===== config.mk =====
export PLATFORM = sky130hd
export DESIGN_NAME = hbid_ctrl
export DESIGN_NICKNAME = d
export VERILOG_FILES = /design/src/rtl/core/hbid_pkg.sv /design/src/rtl/core/hbid_ctrl.sv
export SDC_FILE = /design/constraint.sdc
export NUM_CORES = 1
export LEC_CHECK = 0
export CAP_MARGIN = 20
export CORE_AREA = 2 2 39 41
export CTS_CLUSTER_DIAMETER = 30
export DETAILED_ROUTE_END_ITERATION = 7
export DIE_AREA = 0 0 41 43
export DONT_BUFFER_PORTS = 1
export PLACE_DENSITY = 0.56
export SLEW_MARGIN = 20
export SYNTH_ARGS = -nofsm -noshare
export SYNTH_HDL_FRONTEND = slang
export SYNTH_SLANG_ARGS = --single-unit

===== constraint.sdc =====
create_clock -name clk -period 2.3 [get_ports clk]
set_input_delay 0.23 -clock clk [delete_from_list [all_inputs] [get_ports clk]]
set_output_delay 0.23 -clock clk [all_outputs]
set_load 0.03 [all_outputs]

===== src/rtl/core/hbid_pkg.sv =====
package hbid_pkg;

  localparam int unsigned LeafWords = 1024;
  localparam int unsigned WordBits  = 64;

  typedef enum logic [1:0] {
    ST_OK       = 2'd0,
    ST_NO_FREE  = 2'd1,
    ST_BAD_REL  = 2'd2
  } status_code_t;

  typedef enum logic [3:0] {
    S_CLEAR,
    S_IDLE,
    S_START,
    S_TOP,
    S_RD,
    S_EVAL,
    S_FRD,
    S_FACC,
    S_RCHK,
    S_DONE
  } state_t;

  typedef struct packed {
    logic clr_wr;
    logic load;
    logic init_t;
    logic next_t;
    logic set_w;
    logic rd_word;
    logic next_w;
    logic alloc_wr;
    logic frd;
    logic facc;
    logic rel_rd;
    logic rel_wr;
    logic fail_alloc;
    logic fail_rel;
    logic out_load;
  } cmd_t;

  typedef struct packed {
    logic clr_last;
    logic is_rel;
    logic hint_oob;
    logic t_oob;
    logic top_full;
    logic w_end;
    logic avail_nz;
    logic fk_last;
    logic rbit;
    logic out_free;
  } stat_t;

endpackage


===== src/rtl/core/hbid_ctrl.sv =====
module hbid_ctrl (
  input  logic           clk,
  input  logic           rst,
  input  logic           in_fire,
  input  hbid_pkg::stat_t st,
  output hbid_pkg::cmd_t  cmd,
  output logic           idle
);
  import hbid_pkg::*;

  state_t state, state_next;

  always_ff @(posedge clk) begin
    if (rst) begin
      state <= S_CLEAR;
    end else begin
      state <= state_next;
    end
  end

  always_comb begin
    state_next = state;
    cmd = '0;
    idle = 1'b0;
    case (state)
      S_CLEAR: begin
        cmd.clr_wr = 1'b1;
        if (st.clr_last) begin
          state_next = S_IDLE;
        end
      end
      S_IDLE: begin
        idle = 1'b1;
        if (in_fire) begin
          cmd.load = 1'b1;
          state_next = S_START;
        end
      end
      S_START: begin
        if (st.is_rel) begin
          if (st.hint_oob) begin
            cmd.fail_rel = 1'b1;
            state_next = S_DONE;
          end else begin
            cmd.rel_rd = 1'b1;
            state_next = S_RCHK;
          end
        end else if (st.hint_oob) begin
          cmd.fail_alloc = 1'b1;
          state_next = S_DONE;
        end else begin
          cmd.init_t = 1'b1;
          state_next = S_TOP;
        end
      end
      S_TOP: begin
        if (st.t_oob) begin
          cmd.fail_alloc = 1'b1;
          state_next = S_DONE;
        end else if (st.top_full) begin
          cmd.next_t = 1'b1;
        end else begin
          cmd.set_w = 1'b1;
          state_next = S_RD;
        end
      end
      S_RD: begin
        if (st.w_end) begin
          cmd.next_t = 1'b1;
          state_next = S_TOP;
        end else begin
          cmd.rd_word = 1'b1;
          state_next = S_EVAL;
        end
      end
      S_EVAL: begin
        if (st.avail_nz) begin
          cmd.alloc_wr = 1'b1;
          state_next = S_FRD;
        end else begin
          cmd.next_w = 1'b1;
          state_next = S_RD;
        end
      end
      S_FRD: begin
        cmd.frd = 1'b1;
        state_next = S_FACC;
      end
      S_FACC: begin
        cmd.facc = 1'b1;
        state_next = st.fk_last ? S_DONE : S_FRD;
      end
      S_RCHK: begin
        if (st.rbit) begin
          cmd.rel_wr = 1'b1;
        end else begin
          cmd.fail_rel = 1'b1;
        end
        state_next = S_DONE;
      end
      S_DONE: begin
        if (st.out_free) begin
          cmd.out_load = 1'b1;
          state_next = S_IDLE;
        end
      end
      default: state_next = S_IDLE;
    endcase
  end

endmodule


* After elaboration in Yosys (flattened, before gate mapping)
Cells that the tools add are included.
** Word-level totals
- Bits in registers :: 4
- Bits of input ports :: 13
- Output and inout port bits :: 16
- Logic and storage cells :: 61
** Cells by class
- Equal/unequal tests :: 13
- Mux-type cells :: 45
- Reductions and logical operators :: 2
** Operators by type and width (count)
- $pmux W4 S10 :: 1
- $mux W4 :: 8
- $mux W1 :: 29
- $eq A4 B3 Y1 const B :: 4
- $eq A4 B2 Y1 const B :: 2
- $eq A4 B4 Y1 const B :: 2
- $mux W2 :: 3
- $ne A2 B2 Y1 const B :: 3
- $pmux W1 S2 :: 3
- $eq A4 B1 Y1 const B :: 1
- $logic_not A4 Y1 :: 1
- $reduce_and A4 Y1 :: 1
- $mux W3 :: 1
- $ne A3 B3 Y1 const B :: 1

* Logic depth before layout (Yosys ltp)
Gate-level depths: netlist of the first run.
- Depth in word-level cells :: 3
- Depth in mapped cells :: 5
- Depth with buffers taken out :: 4

* Least setup slack after synthesis of the first run
No wires, ideal clock.
- Path type :: register to output
- Start :: reg state[3]
- End :: out cmd[12] (netlist bit)
- Arrival :: 1.760 ns
- Required time :: 2.070 ns
- Slack :: 0.310 ns
- Stages on the path, launching flop included :: 4
- Path buffers :: 1
- Path through :: dfxtp_1 buf_2 or2_2 nor4_1
** RTL lines
- from (decl) :: line hbid_ctrl.sv:11 : state_t state, state_next;
- from (signal assigned) :: line hbid_ctrl.sv:17 : state <= state_next;
- to (decl) :: line hbid_ctrl.sv:6 : output hbid_pkg::cmd_t cmd,

==> results.sh, run 1 <==
export IMPL_row_count=14
export IMPL_largest_register="state"
export IMPL_async_reset_ff_share_pct=0
export IMPL_slew_viol_final=0
export IMPL_synth_top_family_by_area="simple AND/OR/NAND/NOR gates"
export IMPL_maxCapViolCount=0
export IMPL_status="finished, final reports clean"
export IMPL_cts_max_path_buffers=2
export IMPL_worst_slew_pin_slew_ns=0.547
export IMPL_wl_per_cell_um=12.9
export IMPL_crit_chain="nand2b_2, or4_4, nand2_1"
export IMPL_io_buffer_count=0
export IMPL_drive_gt1_share_pct=19.5
export IMPL_slew_headroom_pct=63.4
export IMPL_setup_slack_ns=0.302
export IMPL_stdcell_area_sq_um=557
export IMPL_synth_area_per_cell_sq_um=6.78
export IMPL_p_sw_share_pct=32.3
export IMPL_placed_cell_area_sq_um=534
export IMPL_rsz0062_at_grt="false"
export IMPL_p_int_uw=158
export IMPL_ant_nets=0
export IMPL_cp_slowest_stage_delay_ns=0.61
export IMPL_layout_commonest_cell="nor2_1"
export IMPL_grt_max_degree=17
export IMPL_start_util_pct=35.3
export IMPL_io_pins=29
export IMPL_layout_common_cells="nor2_1, nand2_1, buf_4"
export IMPL_crit_required_ns=2.07
export IMPL_clk_pin_slew_ns=0.03
export IMPL_cts_sinks=4
export IMPL_syn_inst=72
export IMPL_synthAdderAreaFrac_pct=0
export IMPL_crit_type="flop to primary output"
export IMPL_synth_compound_area_share_pct=25.9
export IMPL_n_antenna_cell=0
export IMPL_instances_no_fill=93
export IMPL_vias=541
export IMPL_drt_pass1_iterations=2
export IMPL_finalWeightedCongestion=0.735
export IMPL_startpoint_type="flop"
export IMPL_synth_xor_area_share_pct=0
export IMPL_total_power_uw=233
export IMPL_track_usage_pct=14.6
export IMPL_cts_setup_buffers=0
export IMPL_die_y_um=43
export IMPL_antenna_found_initial=0
export IMPL_fmax_mhz=500
export IMPL_core_area_sq_um=1380
export IMPL_finalClockSkew_ns=0.00316
export IMPL_yosysSeqAreaShare_pct=16.4
export IMPL_drc=0
export IMPL_synth_mux_area_share_pct=2.31
export IMPL_dp_slack_ns=0.542
export IMPL_fin_nets=92
export IMPL_synth_main_ff_cell="dfxtp_1"
export IMPL_clockPowerShare_pct=35.9
export IMPL_yosys_area_share_simple_pct=49.2
export IMPL_arrival_ns=1.77
export IMPL_hold_path_class="primary input to flop"
export IMPL_pwr_share_seq_pct=36.0
export IMPL_synth_cell_types=36
export IMPL_ir_drop_mv=0.299
export IMPL_synth_edff_count=0
export IMPL_fin_setup_tns_ns=0
export IMPL_ctsHoldBuffers=0
export IMPL_synth_seq_cells=4
export IMPL_viasPerCell=5.82
export IMPL_worstSetupEndpointType="primary output"
export IMPL_fin_crit_ns=2.00
export IMPL_ctsHtreeMaxLevel=1
export IMPL_cp_slowest_cell="dfxtp_1"
export IMPL_combPwrFrac_pct=28.1
export IMPL_largestRegisters="state: 4 flops"
export IMPL_first_iter_violations=10
export IMPL_grt_overflow=0
export IMPL_die_area_sq_um=1760
export IMPL_die_w_um=41
export IMPL_fin_util_pct=40.2
export IMPL_place_inst=90
export IMPL_clk_latency_ns=0.23
export IMPL_hold_viol_final=0
export IMPL_setup_viol=0
export IMPL_leakagePower_nw=0.207
export IMPL_largest_register_ffs=4
export IMPL_period_share_pct=86.9
export IMPL_place_hpwl_um=913
export IMPL_grt_first_pass_wirelength_um=1840
export IMPL_grt_pass1_vias=440
export IMPL_tritoncts="yes"
export IMPL_area_growth_pct=14.1
export IMPL_crit_buf_inv=0
export IMPL_routed_wirelength_um=1200
export IMPL_syn_nets=85
export IMPL_power_net_switching_uw=75.2
export IMPL_whs_ns=0.0621
export IMPL_syn_area_sq_um=488
export IMPL_root_buffer="clkbuf_4"
export IMPL_power_density_nw_per_um2=418
export IMPL_crit_path_max_fanout=16
export IMPL_cts_buffers=3
export IMPL_critPathTopFamily="simple AND/OR/NAND/NOR gates"
export IMPL_ys_warn_count=0
export IMPL_cts_resized_gates=0
-- worst paths after layout --
| kind | start | end | slack [ns] | cells after the start |
|---|---|---|---|---|
| max | state[0] | cmd[11] | 0.30 | 3 |
| min | rst | state[0] | 0.06 | 1 |
| max reg2reg | state[0] | state[0] | 0.60 | 4 |
| min reg2reg | state[3] | state[3] | 0.72 | 2 |
-- Yosys cell counts (2+ instances only) --
library cell	instances	area, sq um
nor3_1	4	20.0
nor4_1	3	18.8
inv_1	3	11.3
nor2_1	10	37.5
o21ai_0	2	10.0
nand2_1	7	26.3
nor2b_1	2	12.5
nand3_1	2	10.0
and2_1	2	12.5
a31oi_1	2	12.5
dfxtp_1	4	80.1
buf_2	3	15.0
a21oi_1	2	10.0
nand2b_1	4	25.0
-- layer usage --
layer | vias up | part of all wire, % | global-route usage (%)
li1 | 279 | - | -
met4 | 0 | 0 | 4.00
met2 | 15 | 48 | 19.1
met5 | - | 0 | 0
met1 | 247 | 45 | 22.2
met3 | 0 | 7.1 | 4.71
-- power groups by stage --
stage / Sequential [mW] / Clock [mW] / Combinational [mW]
final: 0.0838 / 0.0836 / 0.0653
after global routing: 0.0849 / 0.0930 / 0.0716
after CTS: 0.0835 / 0.0890 / 0.0659
after detailed placement: 0.0846 / 0 / 0.0657
after global placement: 0.0844 / 0 / 0.0655
after floorplan: 0.0768 / 0 / 0.0591
-- layout make-up --
cell class / count / area (sq um)
Fill cell: 162 / 827
Multi-Input combinational cell: 61 / 378
Sequential cell: 4 / 80.1
Timing Repair Buffer: 6 / 45.0
Clock buffer: 3 / 22.5
Tap cell: 16 / 20.0
Inverter: 3 / 11.3
-- cell families after synthesis --
| group | count (synthesis) |
|---|---|
| compound gates | 17 |
| mux | 1 |
| buf+inv | 7 |
| simple gates | 43 |
| flops | 4 |
Power figures use the tool's default switching activity.
==> inputs of run 2 (changes only) <==
Settings changed: PLACE_DENSITY 0.56 to 0.58.
Clock period 2.3 ns to 1.6 ns, I/O delays scaled along.
==> run 2 against run 1 <==
- critical path depth is 1 higher
- hold slack worse by 0.012 ns
- sequential share of layout area shrank 2.9 points
- cell count rose by 20%
- clock skew shrank 0.0029 ns
- core utilization increased by 17 points
- worst setup slack got worse by 0.29 ns
- flip-flop and latch count unchanged
- first-iteration DRC count up 80%
- sequential power increased by 36%
- power is 61% higher
- clock-buffer cell count did not move
==> results.sh, run 2 (synthesized netlist as in run 1, its figures left out) <==
export IMPL_status="finished, final reports clean"
export IMPL_ant_nets=0
export IMPL_tritoncts="yes"
export IMPL_multi_input_area_sq_um=435
export IMPL_critPathTopFamily="simple AND/OR/NAND/NOR gates"
export IMPL_track_usage_pct=18.6
export IMPL_rsz0062_at_grt="true"
export IMPL_worst_r2r_setup_slack_ns=0.05
export IMPL_n_antenna_cell=0
export IMPL_power_net_switching_uw=124
export IMPL_io_buffer_count=0
export IMPL_startpoint_type="flop"
export IMPL_place_inst=105
export IMPL_layout_common_cells="buf_4, nor2_1, nand2_1"
export IMPL_fillers=128
export IMPL_maxCapViolCount=0
export IMPL_crit_path_max_fanout=6
export IMPL_cp_slowest_cell="or4_4"
export IMPL_fin_crit_ns=1.59
export IMPL_first_iter_violations=18
export IMPL_worst_slew_pin_slew_ns=0.402
export IMPL_drc=0
export IMPL_cts_max_path_buffers=2
export IMPL_clk_latency_ns=0.23
export IMPL_fmax_mhz=629
export IMPL_largest_register="state"
export IMPL_grt_overflow=0
export IMPL_grt_max_degree=10
export IMPL_largestRegisters="state: 4 flops"
export IMPL_hold_path_class="primary input to flop"
export IMPL_antenna_found_initial=0
export IMPL_p_sw_share_pct=33.0
export IMPL_pwr_share_seq_pct=30.4
export IMPL_power_density_nw_per_um2=478
export IMPL_ctsHtreeMaxLevel=1
export IMPL_seq_area_sq_um=90.1
export IMPL_setup_viol=0
export IMPL_drt_pass1_iterations=4
export IMPL_instances_no_fill=112
export IMPL_crit_buf_inv=1
export IMPL_viasPerCell=5.63
export IMPL_fin_util_pct=56.8
export IMPL_finalWeightedCongestion=0.797
export IMPL_die_y_um=43
export IMPL_die_w_um=41
export IMPL_hold_viol_final=0
export IMPL_drive_gt1_share_pct=50.0
export IMPL_slew_viol_final=0
export IMPL_ir_drop_mv=0.331
export IMPL_place_hpwl_um=1120
export IMPL_io_pins=29
export IMPL_combPwrFrac_pct=37.7
export IMPL_worstSetupEndpointType="primary output"
export IMPL_start_util_pct=35.3
export IMPL_slew_headroom_pct=73.0
export IMPL_grt_first_pass_wirelength_um=2260
export IMPL_wl_per_cell_um=13.2
export IMPL_area_growth_pct=61.0
export IMPL_crit_chain="nand2b_4, or4_4, nand2_4, buf_12"
export IMPL_cts_sinks=4
export IMPL_die_area_sq_um=1760
export IMPL_clk_pin_slew_ns=0.04
export IMPL_row_count=14
export IMPL_cp_slowest_stage_delay_ns=0.50
export IMPL_leakagePower_nw=0.323
export IMPL_period_share_pct=99.3
export IMPL_cts_buffers=3
export IMPL_root_buffer="clkbuf_4"
export IMPL_crit_type="flop to primary output"
export IMPL_p_int_uw=251
export IMPL_routed_wirelength_um=1470
export IMPL_largest_register_ffs=4
export IMPL_grt_pass1_vias=555
export IMPL_clockPowerShare_pct=32.0
export IMPL_core_area_sq_um=1380
export IMPL_layout_commonest_cell="buf_4"
export IMPL_crit_required_ns=1.44
export IMPL_finalClockSkew_ns=0.000214
export IMPL_total_power_uw=376
export IMPL_arrival_ns=1.43
export IMPL_fin_nets=111
export IMPL_vias=630
[run 2: cell types whose count changed in the layout (fill, tap and decap cells not counted), moves of 2 or more]
cell | previous run | this run
nor3_2 | 0 | 2
dfxtp_2 | 0 | 2
dfxtp_1 | 4 | 0
dfxtp_4 | 0 | 2
buf_4 | 6 | 22
nor4_1 | 3 | 1
nor4_2 | 0 | 2
nor3_1 | 4 | 2
[run 2: layer usage]
metal / wire (um) / track usage, %
met3: 91 / 2.09
met2: 763 / 30.0
met4: 24 / 11.3
met5: 0 / 0
met1: 594 / 21.8
[run 2: power groups by stage]
| stage | clock, mW | sequential, mW | combinational (mW) |
|---|---|---|---|
| 3_3_place_gp | 0 | 0.114 | 0.125 |
| 6_report | 0.120 | 0.114 | 0.141 |
| 5_1_grt | 0.136 | 0.115 | 0.152 |
| 2_1_floorplan | 0 | 0.110 | 0.0890 |
| 3_5_place_dp | 0 | 0.115 | 0.128 |
| 4_1_cts | 0.128 | 0.114 | 0.137 |
[run 2: worst paths after layout]
check	startpoint	to	cells past startpoint
min	rst	state[1]	1
min reg2reg	state[3]	state[2]	2
max reg2reg	state[3]	state[0]	5
max	state[3]	cmd[11]	4
[run 2: layout make-up]
type | instances | area share (%)
multi-input combinational | 61 | 55.4
timing repair buffer | 25 | 26.3
sequential | 4 | 11.5
clock buffer | 3 | 2.87
tap | 16 | 2.55
inverter | 3 | 1.43
[run 2: metrics by stage]
stage / setup TNS (ns) / hold slack (ns) / cell area [sq um] / setup slack, ns
2_1_floorplan: 0 / 0.225 / 510 / 0.00882
3_3_place_gp: 0 / 0.225 / 682 / 0.127
3_5_place_dp: 0 / 0.228 / 682 / 0.0859
4_1_cts: -0.0455 / 0.0399 / 764 / -0.0398
5_1_grt: -0.0610 / 0.0308 / 786 / -0.0273
6_report: 0 / 0.0498 / 786 / 0.0112
[run 2: timing repair]
item | CTS | global route
gates resized for setup | 11 | 7
hold endpoints to repair | 3 | 0
hold buffers | 1 | 0
pin swaps | 2 | 1
buffers inserted | 3 | 0
setup endpoints to repair | 8 | 10
[run 2: worst reg2reg max path, stage by stage, from the launching register on]
cell and delay [ns]:
dfxtp_4 0.35, nand2b_4 0.14, or4_4 0.50, buf_4 0.17
o2111a_1 0.13, a211oi_2 0.18
==> inputs of run 3 (changes only) <==
Settings changed: CELL_PAD_IN_SITES_DETAIL_PLACEMENT from default to 0, CELL_PAD_IN_SITES_GLOBAL_PLACEMENT from default to 2, CORE_AREA 2 2 39 41 to default, CORE_MARGIN from default to 1.5, CORE_UTILIZATION from default to 25, DIE_AREA 0 0 41 43 to default, PLACE_DENSITY 0.58 to 0.67.
==> run 3 against run 2 <==
- core utilization shrank 12 points
- sequential power is essentially flat
- sequential share of layout area grew 0.21 points
- first-iteration DRC count shrank 83%
- cell area grew 0.96%
- flip-flop and latch count is the same
- cell count grew 7.1%
- highest routed layer is now met3
==> results.sh, run 3 (synthesized netlist as in run 1, its figures left out) <==
export IMPL_core_area_sq_um=1780
export IMPL_vias=599
export IMPL_start_util_pct=27.4
export IMPL_fmax_mhz=629
export IMPL_drt_pass1_iterations=4
export IMPL_largest_register="state"
export IMPL_worst_r2r_setup_slack_ns=0.08
export IMPL_multi_input_area_sq_um=437
export IMPL_tritoncts="yes"
export IMPL_drc=0
export IMPL_power_density_nw_per_um2=466
export IMPL_grt_overflow=0
export IMPL_die_area_sq_um=2230
export IMPL_rsz0062_at_grt="true"
export IMPL_fin_util_pct=44.5
export IMPL_slew_headroom_pct=75.7
export IMPL_finalWeightedCongestion=0.838
export IMPL_setup_slack_ns=0.0106
export IMPL_viasPerCell=4.99
export IMPL_largest_register_ffs=4
export IMPL_status="finished, final reports clean"
export IMPL_routed_wirelength_um=1470
export IMPL_n_antenna_cell=0
export IMPL_drive_gt1_share_pct=49.5
export IMPL_startpoint_type="flop"
export IMPL_dp_slack_ns=0.0942
export IMPL_cts_sinks=4
export IMPL_slew_viol_final=0
export IMPL_io_buffer_count=0
export IMPL_antenna_found_initial=0
export IMPL_area_growth_pct=62.6
export IMPL_seq_area_sq_um=92.6
export IMPL_layout_common_cells="buf_4, nor2_1, nand2_1"
export IMPL_leakagePower_nw=0.319
export IMPL_root_buffer="clkbuf_4"
export IMPL_fillers=188
export IMPL_die_w_um=47.2
export IMPL_ctsHtreeMaxLevel=1
export IMPL_grt_first_pass_wirelength_um=2380
export IMPL_fin_setup_tns_ns=0
export IMPL_crit_type="flop to primary output"
export IMPL_cts_buffers=3
export IMPL_crit_required_ns=1.44
export IMPL_place_hpwl_um=1190
export IMPL_placed_cell_area_sq_um=686
export IMPL_worstSetupEndpointType="primary output"
export IMPL_track_usage_pct=14.9
export IMPL_worst_slew_pin_slew_ns=0.360
export IMPL_ant_nets=0
export IMPL_cts_max_path_buffers=2
export IMPL_clk_pin_slew_ns=0.04
export IMPL_setup_viol=0
export IMPL_first_iter_violations=3
export IMPL_fin_nets=110
export IMPL_stdcell_area_sq_um=793
export IMPL_wl_per_cell_um=12.2
export IMPL_fin_crit_ns=1.59
export IMPL_grt_pass1_vias=542
export IMPL_ir_drop_mv=0.307
export IMPL_grt_max_degree=11
export IMPL_row_count=15
export IMPL_io_pins=29
export IMPL_die_y_um=47.2
export IMPL_hold_path_class="primary input to flop"
export IMPL_arrival_ns=1.43
export IMPL_period_share_pct=99.3
export IMPL_crit_path_max_fanout=7
export IMPL_largestRegisters="state: 4 flops"
export IMPL_maxCapViolCount=0
export IMPL_clk_latency_ns=0.23
export IMPL_finalClockSkew_ns=0.000132
export IMPL_layout_commonest_cell="buf_4"
export IMPL_hold_viol_final=0
==> run 3: power breakdown <==
group	switching [mW]	total, mW	internal, mW	leakage [nW]
Clock	0.0361	0.120	0.0836	0.0138
Sequential	0.00981	0.113	0.103	0.0352
Combinational	0.0741	0.137	0.0633	0.270
==> run 3: cell type report <==
type,instances,share of cell area (%)
Multi-Input combinational cell,61,55.0
Timing Repair Buffer,24,25.1
Sequential cell,4,11.7
Tap cell,25,3.94
Clock buffer,3,2.84
Inverter,3,1.42
==> run 3: timing repair <==
action,in CTS,in global routing
endpoints found under the setup margin,7,9
pin swaps,2,1
endpoints found under the hold margin,2,0
hold buffers,1,0
resized for setup,14,6
setup buffers,3,0
==> run 3: path summary, 6_finish.rpt <==
path | cells past startpoint | from | end
max | 3 | state[1] | cmd[1]
min | 1 | rst | state[2]
max reg2reg | 5 | state[3] | state[0]
min reg2reg | 2 | state[0] | state[3]
==> run 3: worst max-delay path, stage by stage (launching register included) <==
cell,delay [ns]
dfxtp_4,0.36
or4b_4,0.56
o21ai_2,0.14
buf_6,0.14
==> run 3: metrics by stage <==
stage	power (mW)	std cells	hold slack, ns
floorplan	0.199	72	0.225
global placement	0.243	113	0.227
detailed placement	0.241	113	0.229
CTS	0.375	120	0.00316
global route	0.401	120	0.00258
finish	0.370	120	0.00876
==> run 3: per-layer routing <==
metal	vias up	global-route usage [%]	wire length, um
li1	313	-	-
met1	267	20.5	685
met2	19	23.0	699
met3	0	3.46	82
met4	0	5.00	0
met5	-	0	0
